===== src/afe_pkg.sv =====
// Shared types and constants of the API frame encoder.
package afe_pkg;

  localparam logic [7:0]  TX_REQUEST_TYPE = 8'h10;
  localparam logic [7:0]  RESERVED_HI     = 8'hFF;
  localparam logic [7:0]  RESERVED_LO     = 8'hFE;
  localparam logic [15:0] AT_LEN_BASE     = 16'd4;
  localparam logic [15:0] TX_LEN_BASE     = 16'd14;
  localparam logic [4:0]  HDR_LAST_AT     = 5'd6;
  localparam logic [4:0]  HDR_LAST_TX     = 5'd16;
  localparam logic [4:0]  HDR_IDX_LEN_LO  = 5'd2;
  localparam logic [4:0]  HDR_IDX_TYPE    = 5'd3;
  localparam logic [15:0] COUNT_MAX       = 16'hFFFF;

  localparam logic [1:0]  CFG_DELIMITER   = 2'd0;
  localparam logic [1:0]  CFG_CSUM_INIT   = 2'd1;
  localparam logic [1:0]  CFG_CAPACITY    = 2'd2;

  localparam logic [0:0]  OP_AT           = 1'b0;
  localparam logic [0:0]  OP_TX           = 1'b1;

  typedef enum logic [1:0] {
    PH_START,
    PH_HDR,
    PH_DATA,
    PH_CSUM
  } phase_e;

  // One queued item, already classified by the front end.
  typedef struct packed {
    logic        is_tx;
    logic        hdr;
    logic        has_data;
    logic        last;
    logic [15:0] len;
    logic [7:0]  frame_tag;
    logic [7:0]  api_type;
    logic [15:0] at_command;
    logic [63:0] dst_address;
    logic [7:0]  hops;
    logic [7:0]  tx_options;
    logic [7:0]  data_byte;
  } entry_t;

  typedef struct packed {
    logic [7:0]  delimiter;
    logic [7:0]  checksum_init;
    logic [15:0] buffer_capacity;
  } cfg_t;

  typedef struct packed {
    logic full;
    logic empty;
  } q_status_t;

endpackage


===== src/afe_front.sv =====
// Front end: classifies incoming items and drops those that emit nothing.
module afe_front (
  input  logic               opcode_i,
  input  logic [7:0]         frame_tag_i,
  input  logic [7:0]         api_type_i,
  input  logic [15:0]        at_command_i,
  input  logic [63:0]        dst_address_i,
  input  logic [7:0]         hops_i,
  input  logic [7:0]         tx_options_i,
  input  logic [14:0]        body_len_i,
  input  logic [7:0]         data_byte_i,
  input  logic               has_data_i,
  input  logic               first_i,
  input  logic               last_i,
  output afe_pkg::entry_t    entry_o,
  output logic               keep_o
);
  import afe_pkg::*;

  logic is_tx;

  assign is_tx = (opcode_i == OP_TX);

  always_comb begin
    entry_o.is_tx       = is_tx;
    entry_o.hdr         = first_i;
    entry_o.has_data    = has_data_i;
    entry_o.last        = last_i;
    entry_o.len         = (is_tx ? TX_LEN_BASE : AT_LEN_BASE) + {1'b0, body_len_i};
    entry_o.frame_tag   = frame_tag_i;
    entry_o.api_type    = api_type_i;
    entry_o.at_command  = at_command_i;
    entry_o.dst_address = dst_address_i;
    entry_o.hops        = hops_i;
    entry_o.tx_options  = tx_options_i;
    entry_o.data_byte   = data_byte_i;
  end

  // An item with no header, no payload byte and no checksum leaves no trace.
  assign keep_o = first_i | has_data_i | last_i;

endmodule


===== src/afe_queue.sv =====
// Small item queue between the front end and the byte sequencer.
module afe_queue #(
  parameter int DEPTH = 4
) (
  input  logic                 clk_i,
  input  logic                 rst_ni,
  input  logic                 push_i,
  input  afe_pkg::entry_t      push_data_i,
  input  logic                 pop_i,
  output afe_pkg::entry_t      head_o,
  output afe_pkg::q_status_t   status_o
);
  import afe_pkg::*;

  localparam int PW = (DEPTH > 1) ? $clog2(DEPTH) : 1;
  localparam int CW = $clog2(DEPTH + 1);

  entry_t          entries_q [DEPTH];
  logic [PW-1:0]   wr_ptr_q, wr_ptr_d;
  logic [PW-1:0]   rd_ptr_q, rd_ptr_d;
  logic [CW-1:0]   count_q, count_d;
  logic            do_push, do_pop;

  assign status_o.full  = (count_q == CW'(DEPTH));
  assign status_o.empty = (count_q == '0);
  assign do_push = push_i & ~status_o.full;
  assign do_pop  = pop_i & ~status_o.empty;
  assign head_o  = entries_q[rd_ptr_q];

  always_comb begin
    wr_ptr_d = wr_ptr_q;
    rd_ptr_d = rd_ptr_q;
    count_d  = count_q;
    if (do_push) begin
      wr_ptr_d = (wr_ptr_q == PW'(DEPTH - 1)) ? '0 : wr_ptr_q + 1'b1;
    end
    if (do_pop) begin
      rd_ptr_d = (rd_ptr_q == PW'(DEPTH - 1)) ? '0 : rd_ptr_q + 1'b1;
    end
    if (do_push && !do_pop) begin
      count_d = count_q + 1'b1;
    end else if (do_pop && !do_push) begin
      count_d = count_q - 1'b1;
    end
  end

  always_ff @(posedge clk_i or negedge rst_ni) begin
    if (!rst_ni) begin
      wr_ptr_q <= '0;
      rd_ptr_q <= '0;
      count_q  <= '0;
    end else begin
      wr_ptr_q <= wr_ptr_d;
      rd_ptr_q <= rd_ptr_d;
      count_q  <= count_d;
    end
  end

  always_ff @(posedge clk_i) begin
    if (do_push) begin
      entries_q[wr_ptr_q] <= push_data_i;
    end
  end

endmodule


===== src/afe_back.sv =====
// Back end: expands the head item into frame bytes, one per cycle while the output is not stalled.
module afe_back (
  input  logic               clk_i,
  input  logic               rst_ni,
  input  afe_pkg::cfg_t      cfg_i,
  input  afe_pkg::entry_t    head_i,
  input  logic               head_valid_i,
  output logic               pop_o,
  output logic               out_valid_o,
  input  logic               out_stall_i,
  output logic [7:0]         out_byte_o,
  output logic               end_of_frame_o,
  output logic               overflow_o
);
  import afe_pkg::*;

  phase_e        phase_q, phase_d;
  phase_e        ph;
  logic [4:0]    idx_q, idx_d;
  logic [4:0]    idx;
  logic [7:0]    csum_q, csum_d;
  logic [15:0]   cnt_q, cnt_d;
  logic [15:0]   cnt_eff;
  logic          out_valid_q, out_valid_d;
  logic [7:0]    out_byte_q;
  logic          eof_q, ov_q;
  logic          advance;
  logic          hdr_end;
  logic          item_done;
  logic          summed;
  logic [7:0]    cur_byte;
  logic [7:0]    hdr_byte;

  // Phase of the head item; a fresh item starts where its flags say.
  always_comb begin
    if (phase_q == PH_START) begin
      idx = '0;
      if (head_i.hdr) begin
        ph = PH_HDR;
      end else if (head_i.has_data) begin
        ph = PH_DATA;
      end else begin
        ph = PH_CSUM;
      end
    end else begin
      idx = idx_q;
      ph  = phase_q;
    end
  end

  always_comb begin
    unique case (idx)
      5'd0:    hdr_byte = cfg_i.delimiter;
      5'd1:    hdr_byte = head_i.len[15:8];
      5'd2:    hdr_byte = head_i.len[7:0];
      5'd3:    hdr_byte = head_i.is_tx ? TX_REQUEST_TYPE : head_i.api_type;
      5'd4:    hdr_byte = head_i.frame_tag;
      5'd5:    hdr_byte = head_i.is_tx ? head_i.dst_address[63:56] : head_i.at_command[15:8];
      5'd6:    hdr_byte = head_i.is_tx ? head_i.dst_address[55:48] : head_i.at_command[7:0];
      5'd7:    hdr_byte = head_i.dst_address[47:40];
      5'd8:    hdr_byte = head_i.dst_address[39:32];
      5'd9:    hdr_byte = head_i.dst_address[31:24];
      5'd10:   hdr_byte = head_i.dst_address[23:16];
      5'd11:   hdr_byte = head_i.dst_address[15:8];
      5'd12:   hdr_byte = head_i.dst_address[7:0];
      5'd13:   hdr_byte = RESERVED_HI;
      5'd14:   hdr_byte = RESERVED_LO;
      5'd15:   hdr_byte = head_i.hops;
      5'd16:   hdr_byte = head_i.tx_options;
      default: hdr_byte = 8'h00;
    endcase
  end

  // Output-side decode of the current byte.
  always_comb begin
    advance = head_valid_i & (~out_valid_q | ~out_stall_i);
    hdr_end = (idx == (head_i.is_tx ? HDR_LAST_TX : HDR_LAST_AT));
    unique case (ph)
      PH_HDR: begin
        cur_byte  = hdr_byte;
        summed    = (idx >= HDR_IDX_TYPE);
        item_done = hdr_end & ~head_i.has_data & ~head_i.last;
      end
      PH_DATA: begin
        cur_byte  = head_i.data_byte;
        summed    = 1'b1;
        item_done = ~head_i.last;
      end
      PH_CSUM: begin
        cur_byte  = csum_q;
        summed    = 1'b1;
        item_done = 1'b1;
      end
      default: begin
        cur_byte  = 8'h00;
        summed    = 1'b0;
        item_done = 1'b0;
      end
    endcase
    // The delimiter of a new frame restarts the byte count.
    cnt_eff = (ph == PH_HDR && idx == '0) ? '0 : cnt_q;
    pop_o   = advance & item_done;
  end

  // Next state of the sequencer and of the running frame state.
  always_comb begin
    phase_d     = phase_q;
    idx_d       = idx_q;
    csum_d      = csum_q;
    cnt_d       = cnt_q;
    out_valid_d = out_valid_q & out_stall_i;
    if (advance) begin
      out_valid_d = 1'b1;
      cnt_d       = (cnt_eff == COUNT_MAX) ? cnt_eff : cnt_eff + 1'b1;
      if (ph == PH_HDR && idx == HDR_IDX_LEN_LO) begin
        csum_d = cfg_i.checksum_init;
      end else if (summed) begin
        csum_d = csum_q - cur_byte;
      end
      if (item_done) begin
        phase_d = PH_START;
        idx_d   = '0;
      end else if (ph == PH_HDR && !hdr_end) begin
        phase_d = PH_HDR;
        idx_d   = idx + 1'b1;
      end else if (ph == PH_HDR) begin
        phase_d = head_i.has_data ? PH_DATA : PH_CSUM;
        idx_d   = '0;
      end else begin
        phase_d = PH_CSUM;
        idx_d   = '0;
      end
    end
  end

  always_ff @(posedge clk_i or negedge rst_ni) begin
    if (!rst_ni) begin
      phase_q     <= PH_START;
      idx_q       <= '0;
      csum_q      <= '0;
      cnt_q       <= '0;
      out_valid_q <= 1'b0;
    end else begin
      phase_q     <= phase_d;
      idx_q       <= idx_d;
      csum_q      <= csum_d;
      cnt_q       <= cnt_d;
      out_valid_q <= out_valid_d;
    end
  end

  always_ff @(posedge clk_i) begin
    if (advance) begin
      out_byte_q <= cur_byte;
      eof_q      <= (ph == PH_CSUM);
      ov_q       <= (cnt_eff >= cfg_i.buffer_capacity);
    end
  end

  assign out_valid_o    = out_valid_q;
  assign out_byte_o     = out_byte_q;
  assign end_of_frame_o = eof_q;
  assign overflow_o     = ov_q;

endmodule


===== src/api_frame_encoder_unit.sv =====
// Top level of the API frame encoder: configuration, front end, queue, byte sequencer.
//
//   Channel  Direction  Handshake                  Payload
//   in       sink       in_valid_i / in_stall_o    frame item fields
//   out      source     out_valid_o / out_stall_i  out_byte, end_of_frame, overflow
//   cfg      sink       cfg_valid_i / cfg_ready_o  cfg_index_i, cfg_data_i
//
// The output register moves one byte per cycle while out_stall_i is low and sets the rate.
// A payload-only item emits one byte, a last item adds one byte for the checksum,
// and a first item adds 7 header bytes for an AT frame or 17 for a transmit request.
// Items wait in a QUEUE_DEPTH-entry queue and in_stall_o is high only while it is full;
// items with nothing to emit are dropped at the front and never occupy the queue.
// Reset (asynchronous, active low) restores the register defaults and clears the state.
module api_frame_encoder_unit #(
  parameter int QUEUE_DEPTH = 4
) (
  input  logic        clk_i,
  input  logic        rst_ni,

  input  logic        in_valid_i,
  output logic        in_stall_o,
  input  logic        opcode_i,
  input  logic [7:0]  frame_tag_i,
  input  logic [7:0]  api_type_i,
  input  logic [15:0] at_command_i,
  input  logic [63:0] dst_address_i,
  input  logic [7:0]  hops_i,
  input  logic [7:0]  tx_options_i,
  input  logic [14:0] body_len_i,
  input  logic [7:0]  data_byte_i,
  input  logic        has_data_i,
  input  logic        first_i,
  input  logic        last_i,

  output logic        out_valid_o,
  input  logic        out_stall_i,
  output logic [7:0]  out_byte_o,
  output logic        end_of_frame_o,
  output logic        overflow_o,

  input  logic        cfg_valid_i,
  output logic        cfg_ready_o,
  input  logic [1:0]  cfg_index_i,
  input  logic [15:0] cfg_data_i
);
  import afe_pkg::*;

  cfg_t       cfg_q;
  entry_t     front_entry;
  entry_t     head;
  logic       keep;
  logic       push;
  logic       pop;
  q_status_t  q_status;

  // Registers are always writable; writes to an unused index are ignored.
  assign cfg_ready_o = 1'b1;

  // Defaults: delimiter 0x7E, checksum init 0xFF, capacity 0xFFFF.
  always_ff @(posedge clk_i or negedge rst_ni) begin
    if (!rst_ni) begin
      cfg_q.delimiter       <= 8'd126;
      cfg_q.checksum_init   <= 8'd255;
      cfg_q.buffer_capacity <= 16'd65535;
    end else if (cfg_valid_i && cfg_ready_o) begin
      unique case (cfg_index_i)
        CFG_DELIMITER: cfg_q.delimiter       <= cfg_data_i[7:0];
        CFG_CSUM_INIT: cfg_q.checksum_init   <= cfg_data_i[7:0];
        CFG_CAPACITY:  cfg_q.buffer_capacity <= cfg_data_i;
        default: ;
      endcase
    end
  end

  afe_front u_front (
    .opcode_i      (opcode_i),
    .frame_tag_i   (frame_tag_i),
    .api_type_i    (api_type_i),
    .at_command_i  (at_command_i),
    .dst_address_i (dst_address_i),
    .hops_i        (hops_i),
    .tx_options_i  (tx_options_i),
    .body_len_i    (body_len_i),
    .data_byte_i   (data_byte_i),
    .has_data_i    (has_data_i),
    .first_i       (first_i),
    .last_i        (last_i),
    .entry_o       (front_entry),
    .keep_o        (keep)
  );

  // The stall depends only on the registered queue fill, never on in_valid_i.
  assign in_stall_o = q_status.full;
  assign push       = in_valid_i & ~in_stall_o & keep;

  afe_queue #(
    .DEPTH (QUEUE_DEPTH)
  ) u_queue (
    .clk_i       (clk_i),
    .rst_ni      (rst_ni),
    .push_i      (push),
    .push_data_i (front_entry),
    .pop_i       (pop),
    .head_o      (head),
    .status_o    (q_status)
  );

  afe_back u_back (
    .clk_i          (clk_i),
    .rst_ni         (rst_ni),
    .cfg_i          (cfg_q),
    .head_i         (head),
    .head_valid_i   (~q_status.empty),
    .pop_o          (pop),
    .out_valid_o    (out_valid_o),
    .out_stall_i    (out_stall_i),
    .out_byte_o     (out_byte_o),
    .end_of_frame_o (end_of_frame_o),
    .overflow_o     (overflow_o)
  );

  // The queue cannot report full and empty together.
  a_queue_status: assert property (@(posedge clk_i) disable iff (!rst_ni)
    !(q_status.full && q_status.empty))
    else $error("queue reports full and empty at once");

  // The sequencer only retires an item that is actually queued.
  a_pop_nonempty: assert property (@(posedge clk_i) disable iff (!rst_ni)
    pop |-> !q_status.empty)
    else $error("item retired from an empty queue");

  // A byte appears on the output only after the sequencer had a queued item.
  a_out_from_queue: assert property (@(posedge clk_i) disable iff (!rst_ni)
    $rose(out_valid_o) |-> $past(!q_status.empty))
    else $error("output byte without a queued item");

endmodule

===== config.mk =====
export PLATFORM = sky130hd
export DESIGN_NAME = api_frame_encoder_unit
export DESIGN_NICKNAME = d
export VERILOG_FILES = /design/src/afe_pkg.sv /design/src/afe_front.sv /design/src/afe_queue.sv /design/src/afe_back.sv /design/src/api_frame_encoder_unit.sv
export SDC_FILE = /design/constraint.sdc
export NUM_CORES = 1
export LEC_CHECK = 0
export BUFFER_PORTS_ARGS = -buffer_cell sky130_fd_sc_hd__clkbuf_2
export CELL_PAD_IN_SITES_DETAIL_PLACEMENT = 1
export CELL_PAD_IN_SITES_GLOBAL_PLACEMENT = 1
export CORE_ASPECT_RATIO = 0.8
export CORE_MARGIN = 4
export CORE_UTILIZATION = 28
export DETAILED_ROUTE_END_ITERATION = 8
export GPL_TIMING_DRIVEN = 0
export PLACE_DENSITY = 0.59
export SYNTH_ARGS = -nofsm -noshare
export SYNTH_HDL_FRONTEND = slang
export SYNTH_SLANG_ARGS = --single-unit

===== constraint.sdc =====
create_clock -name clk_i -period 5.1 [get_ports clk_i]
set_input_delay 0.255 -clock clk_i [delete_from_list [all_inputs] [get_ports clk_i]]
set_output_delay 0.255 -clock clk_i [all_outputs]
set_load 0.01 [all_outputs]

==> results.toml <==
[final_layout]
layout_common_cells = "edfxtp_1, clkbuf_2, dlygate4sd3_1, mux4_2, clkbuf_16"
fin_nets = 2051
final_common_cell = "edfxtp_1"
area_growth_pct = 26.14
drive_above_1_share_pct = 30.97
fin_area_um2 = 33310

[timing]
slew_headroom_pct = 13.16
finalCritPeriodShare_pct = 96.13
hold_viol = 0
worst_pin_slew_ns = 1.303
tns_ns = 0
finClkSkew_ns = 0.02305
drv_slew = 0
post-route-min-period_ns = 4.903
setup_viol = 0
clock.fmax_mhz = 204.0

[clocking]
cts_buffers = 71
htree_levels = 3
cts_tree = "yes"
clk_latency_ns = 0.63
clock_sinks = 641
root_buffer = "clkbuf_16"
clk_pin_slew_ns = 0.06
cts_buffer_depth = 3

[routing]
drc = 0
wirelength_um = 76000
via_per_inst = 4.851
final_antenna_net_count = 0
avgRoutedWirePerCell_um = 24.21
vias = 15230
dr.pass1.iters = 5
drt_iter0_drc = 1124

[yosys]
synth_seq_cells = 641
syn_nets = 1651
synthDistinctLibCells = 77
synth_edf_count = 570
netlist_area_um2 = 26410
ys_seq_area_share_pct = 71.69
ys.flop_type = "edfxtp_1"
netlist_instances = 1452
ys_warn_count = 0
async_flop_share_pct = 11.08
syn_avg_cell_area_um2 = 18.19

[setup_path]
arrival_ns = 5.37
reg2reg_slack_ns = 0.20
reg2reg_depth = 17
cp.required_ns = 5.57
worstSetupPathType = "reg -> reg"
r2r_end = "u_back.csum_q[6]"
worstReg2RegStart = "u_back.idx_q[2]"
crit_path_start_kind = "register"
worst-path-max-fanout = 10
crit_path_end_kind = "register"

[power]
p_leak_nw = 11.53
p_switching_mw = 6.279
ir_drop_mv = 0.2607
combinationalPowerShare_pct = 35.5
pwr-share-seq_pct = 37.5
p_int_mw = 12.69
p_clk_share_pct = 27.0
p_per_area_nw_per_um2 = 569.4
p_sw_share_pct = 33.11

[global_route]
grt-ovfl-total = 0
antenna_found_initial = 16
grtUsageTotal_pct = 15.34
grt_pass1_vias = 16510
grt_pass1_wl_um = 111600
grt_max_degree = 54

[placement]
dp_hpwl_um = 52900
gp_congestion = 0.7898
placed_area_um2 = 29170
port_buffers = 173

[die]
fp.dieW_um = 351.4
initial_core_util_pct = 28.29
die_h_um = 282.7
num_io_pins = 175
die_area_um2 = 99320
num_rows = 100
core_um2 = 93340

[worst_hold_path]
hold_path_depth = 2
hold_class = "in -> reg"
hold-path-endpoint = "cfg_q[0]"
min_from = "cfg_data_i[0]"

[flow_run]
drv.max_cap_violation_count = 0

[run_status]
outcome = "complete, no violations"
==> stage by stage <==
stage	cells	power (mW)	utilization [%]	setup slack (ns)	hold WS (ns)
2_1_floorplan	1452	11.31	-	0.4545	-0.04059
3_3_place_gp	2849	13.43	30.86	-2.693	0.4664
3_5_place_dp	2863	13.49	31.25	-1.707	0.2714
4_1_cts	3131	18.97	35.46	-0.01403	0.009350
5_1_grt	3137	19.96	35.68	-0.02919	0.01448
6_report	3139	18.97	35.69	0.1973	0.02290
==> power groups by stage <==
| stage | combinational, mW | sequential [mW] | clock (mW) |
|---|---|---|---|
| after global placement | 6.00 | 7.42 | 0 |
| final | 6.73 | 7.12 | 5.12 |
| after detailed placement | 6.26 | 7.22 | 0 |
| after CTS | 6.59 | 7.12 | 5.25 |
| after floorplan | 4.06 | 7.25 | 0 |
| after global routing | 7.28 | 7.20 | 5.48 |
==> cell usage after synthesis (5+ instances only) <==
cell / n / area, um2
a211oi_1: 6 / 45.04
a21o_1: 9 / 67.56
a21oi_1: 37 / 185.2
a221oi_1: 9 / 78.83
a22o_1: 14 / 122.6
a22oi_1: 23 / 172.7
a31oi_1: 9 / 56.30
and2_1: 12 / 75.07
and3_1: 5 / 31.28
buf_1: 9 / 33.78
buf_2: 15 / 75.07
clkbuf_1: 33 / 123.9
dfrtp_1: 41 / 1026
dfstp_2: 30 / 788.3
edfxtp_1: 570 / 17120
ha_1: 35 / 437.9
inv_1: 35 / 131.4
mux2_2: 38 / 427.9
mux2i_1: 20 / 200.2
mux4_2: 138 / 3108
nand2_1: 71 / 266.5
nand3_1: 22 / 110.1
nand4_1: 9 / 56.30
nor2_1: 65 / 244.0
nor2b_1: 20 / 125.1
nor3_1: 8 / 40.04
o21ai_0: 40 / 200.2
o22ai_1: 13 / 81.33
o31ai_1: 9 / 67.56
or2_2: 5 / 31.28
or4_1: 5 / 37.54
xnor2_1: 13 / 113.9
xor2_1: 7 / 61.31
==> worst max-delay path: stages, from the launching register on <==
cell and delay, ns:
dfrtp_1 0.42, clkbuf_1 0.40, nor3b_1 0.51, nand3_2 0.58
o22ai_2 0.43, a211oi_2 0.08, nand4_1 0.27, a221oi_4 0.13
buf_4 0.17, fa_1 0.47, a21o_1 0.19, a21o_1 0.20
a21o_1 0.18, a21oi_1 0.21, xor2_1 0.19, nor2_1 0.06
a21oi_1 0.12, o21ai_0 0.10
==> metal layers <==
layer | share of wire, % | track usage (%)
met1 | 43 | 20.22
met2 | 48 | 25.36
met3 | 5.8 | 3.542
met4 | 2.6 | 4.664
met5 | 0.12 | 0
==> how the worst max path moves through the flow <==
stage / start / endpoint / slack (ns) / cells after the start
after floorplan: u_queue.count_q[2] / u_queue.entries_q[0][0] / 0.45 / 3
after global placement: last_i / u_queue.entries_q[0][81] / -2.69 / 4
after detailed placement: u_queue.rd_ptr_q[1] / u_back.csum_q[7] / -1.71 / 17
after CTS: u_queue.rd_ptr_q[0] / u_back.csum_q[7] / -0.01 / 19
after global routing: u_queue.rd_ptr_q[0] / u_back.csum_q[6] / -0.03 / 20
final: u_back.idx_q[2] / u_back.csum_q[6] / 0.20 / 17
==> cell families (layout without fill, tap and decap cells) <==
logic type,after synthesis,count (layout),synth area share [%]
AOI/OAI and AO/OA,204,204,5.240
xor gates and xnor gates,20,20,0.6633
adders and majority gates,37,37,1.810
buffers and inverters,103,559,1.748
DFF,641,641,71.69
muxes,196,196,14.15
other,1,8,0.01420
and+or+nand+nor,250,250,4.691
==> sequential cells by signal, summed over array words and instances, names as in the netlist, 3 cells and up <==
register and flops:
u_back.cnt_q 16, u_back.csum_q 8, u_back.idx_q 5, cfg_q 32, u_queue.count_q 3, u_back.out_byte_o 8
u_queue.entries_q 560
==> what timing repair did <==
| item | 4_1_cts | 5_1_grt |
|---|---|---|
| endpoints found under the setup margin | 10 | 3 |
| hold endpoints to repair | 562 | 0 |
| gates resized for setup | 85 | 39 |
| hold buffers | 140 | 0 |
| pin swaps | 3 | 6 |
| setup buffers | 1 | 3 |
==> area by class of cell <==
class | count | area (um2)
fillers | 9492 | 60030
flip-flops and latches | 641 | 18930
multi-input cells | 708 | 7249
repair buffers | 331 | 2626
clock buffers | 89 | 1866
well taps | 1224 | 1531
plain buffers | 62 | 513.0
clock inverters | 40 | 436.7
inverters | 37 | 138.9
diodes | 7 | 17.52
No activity file was read; power rests on OpenSTA's default activity.
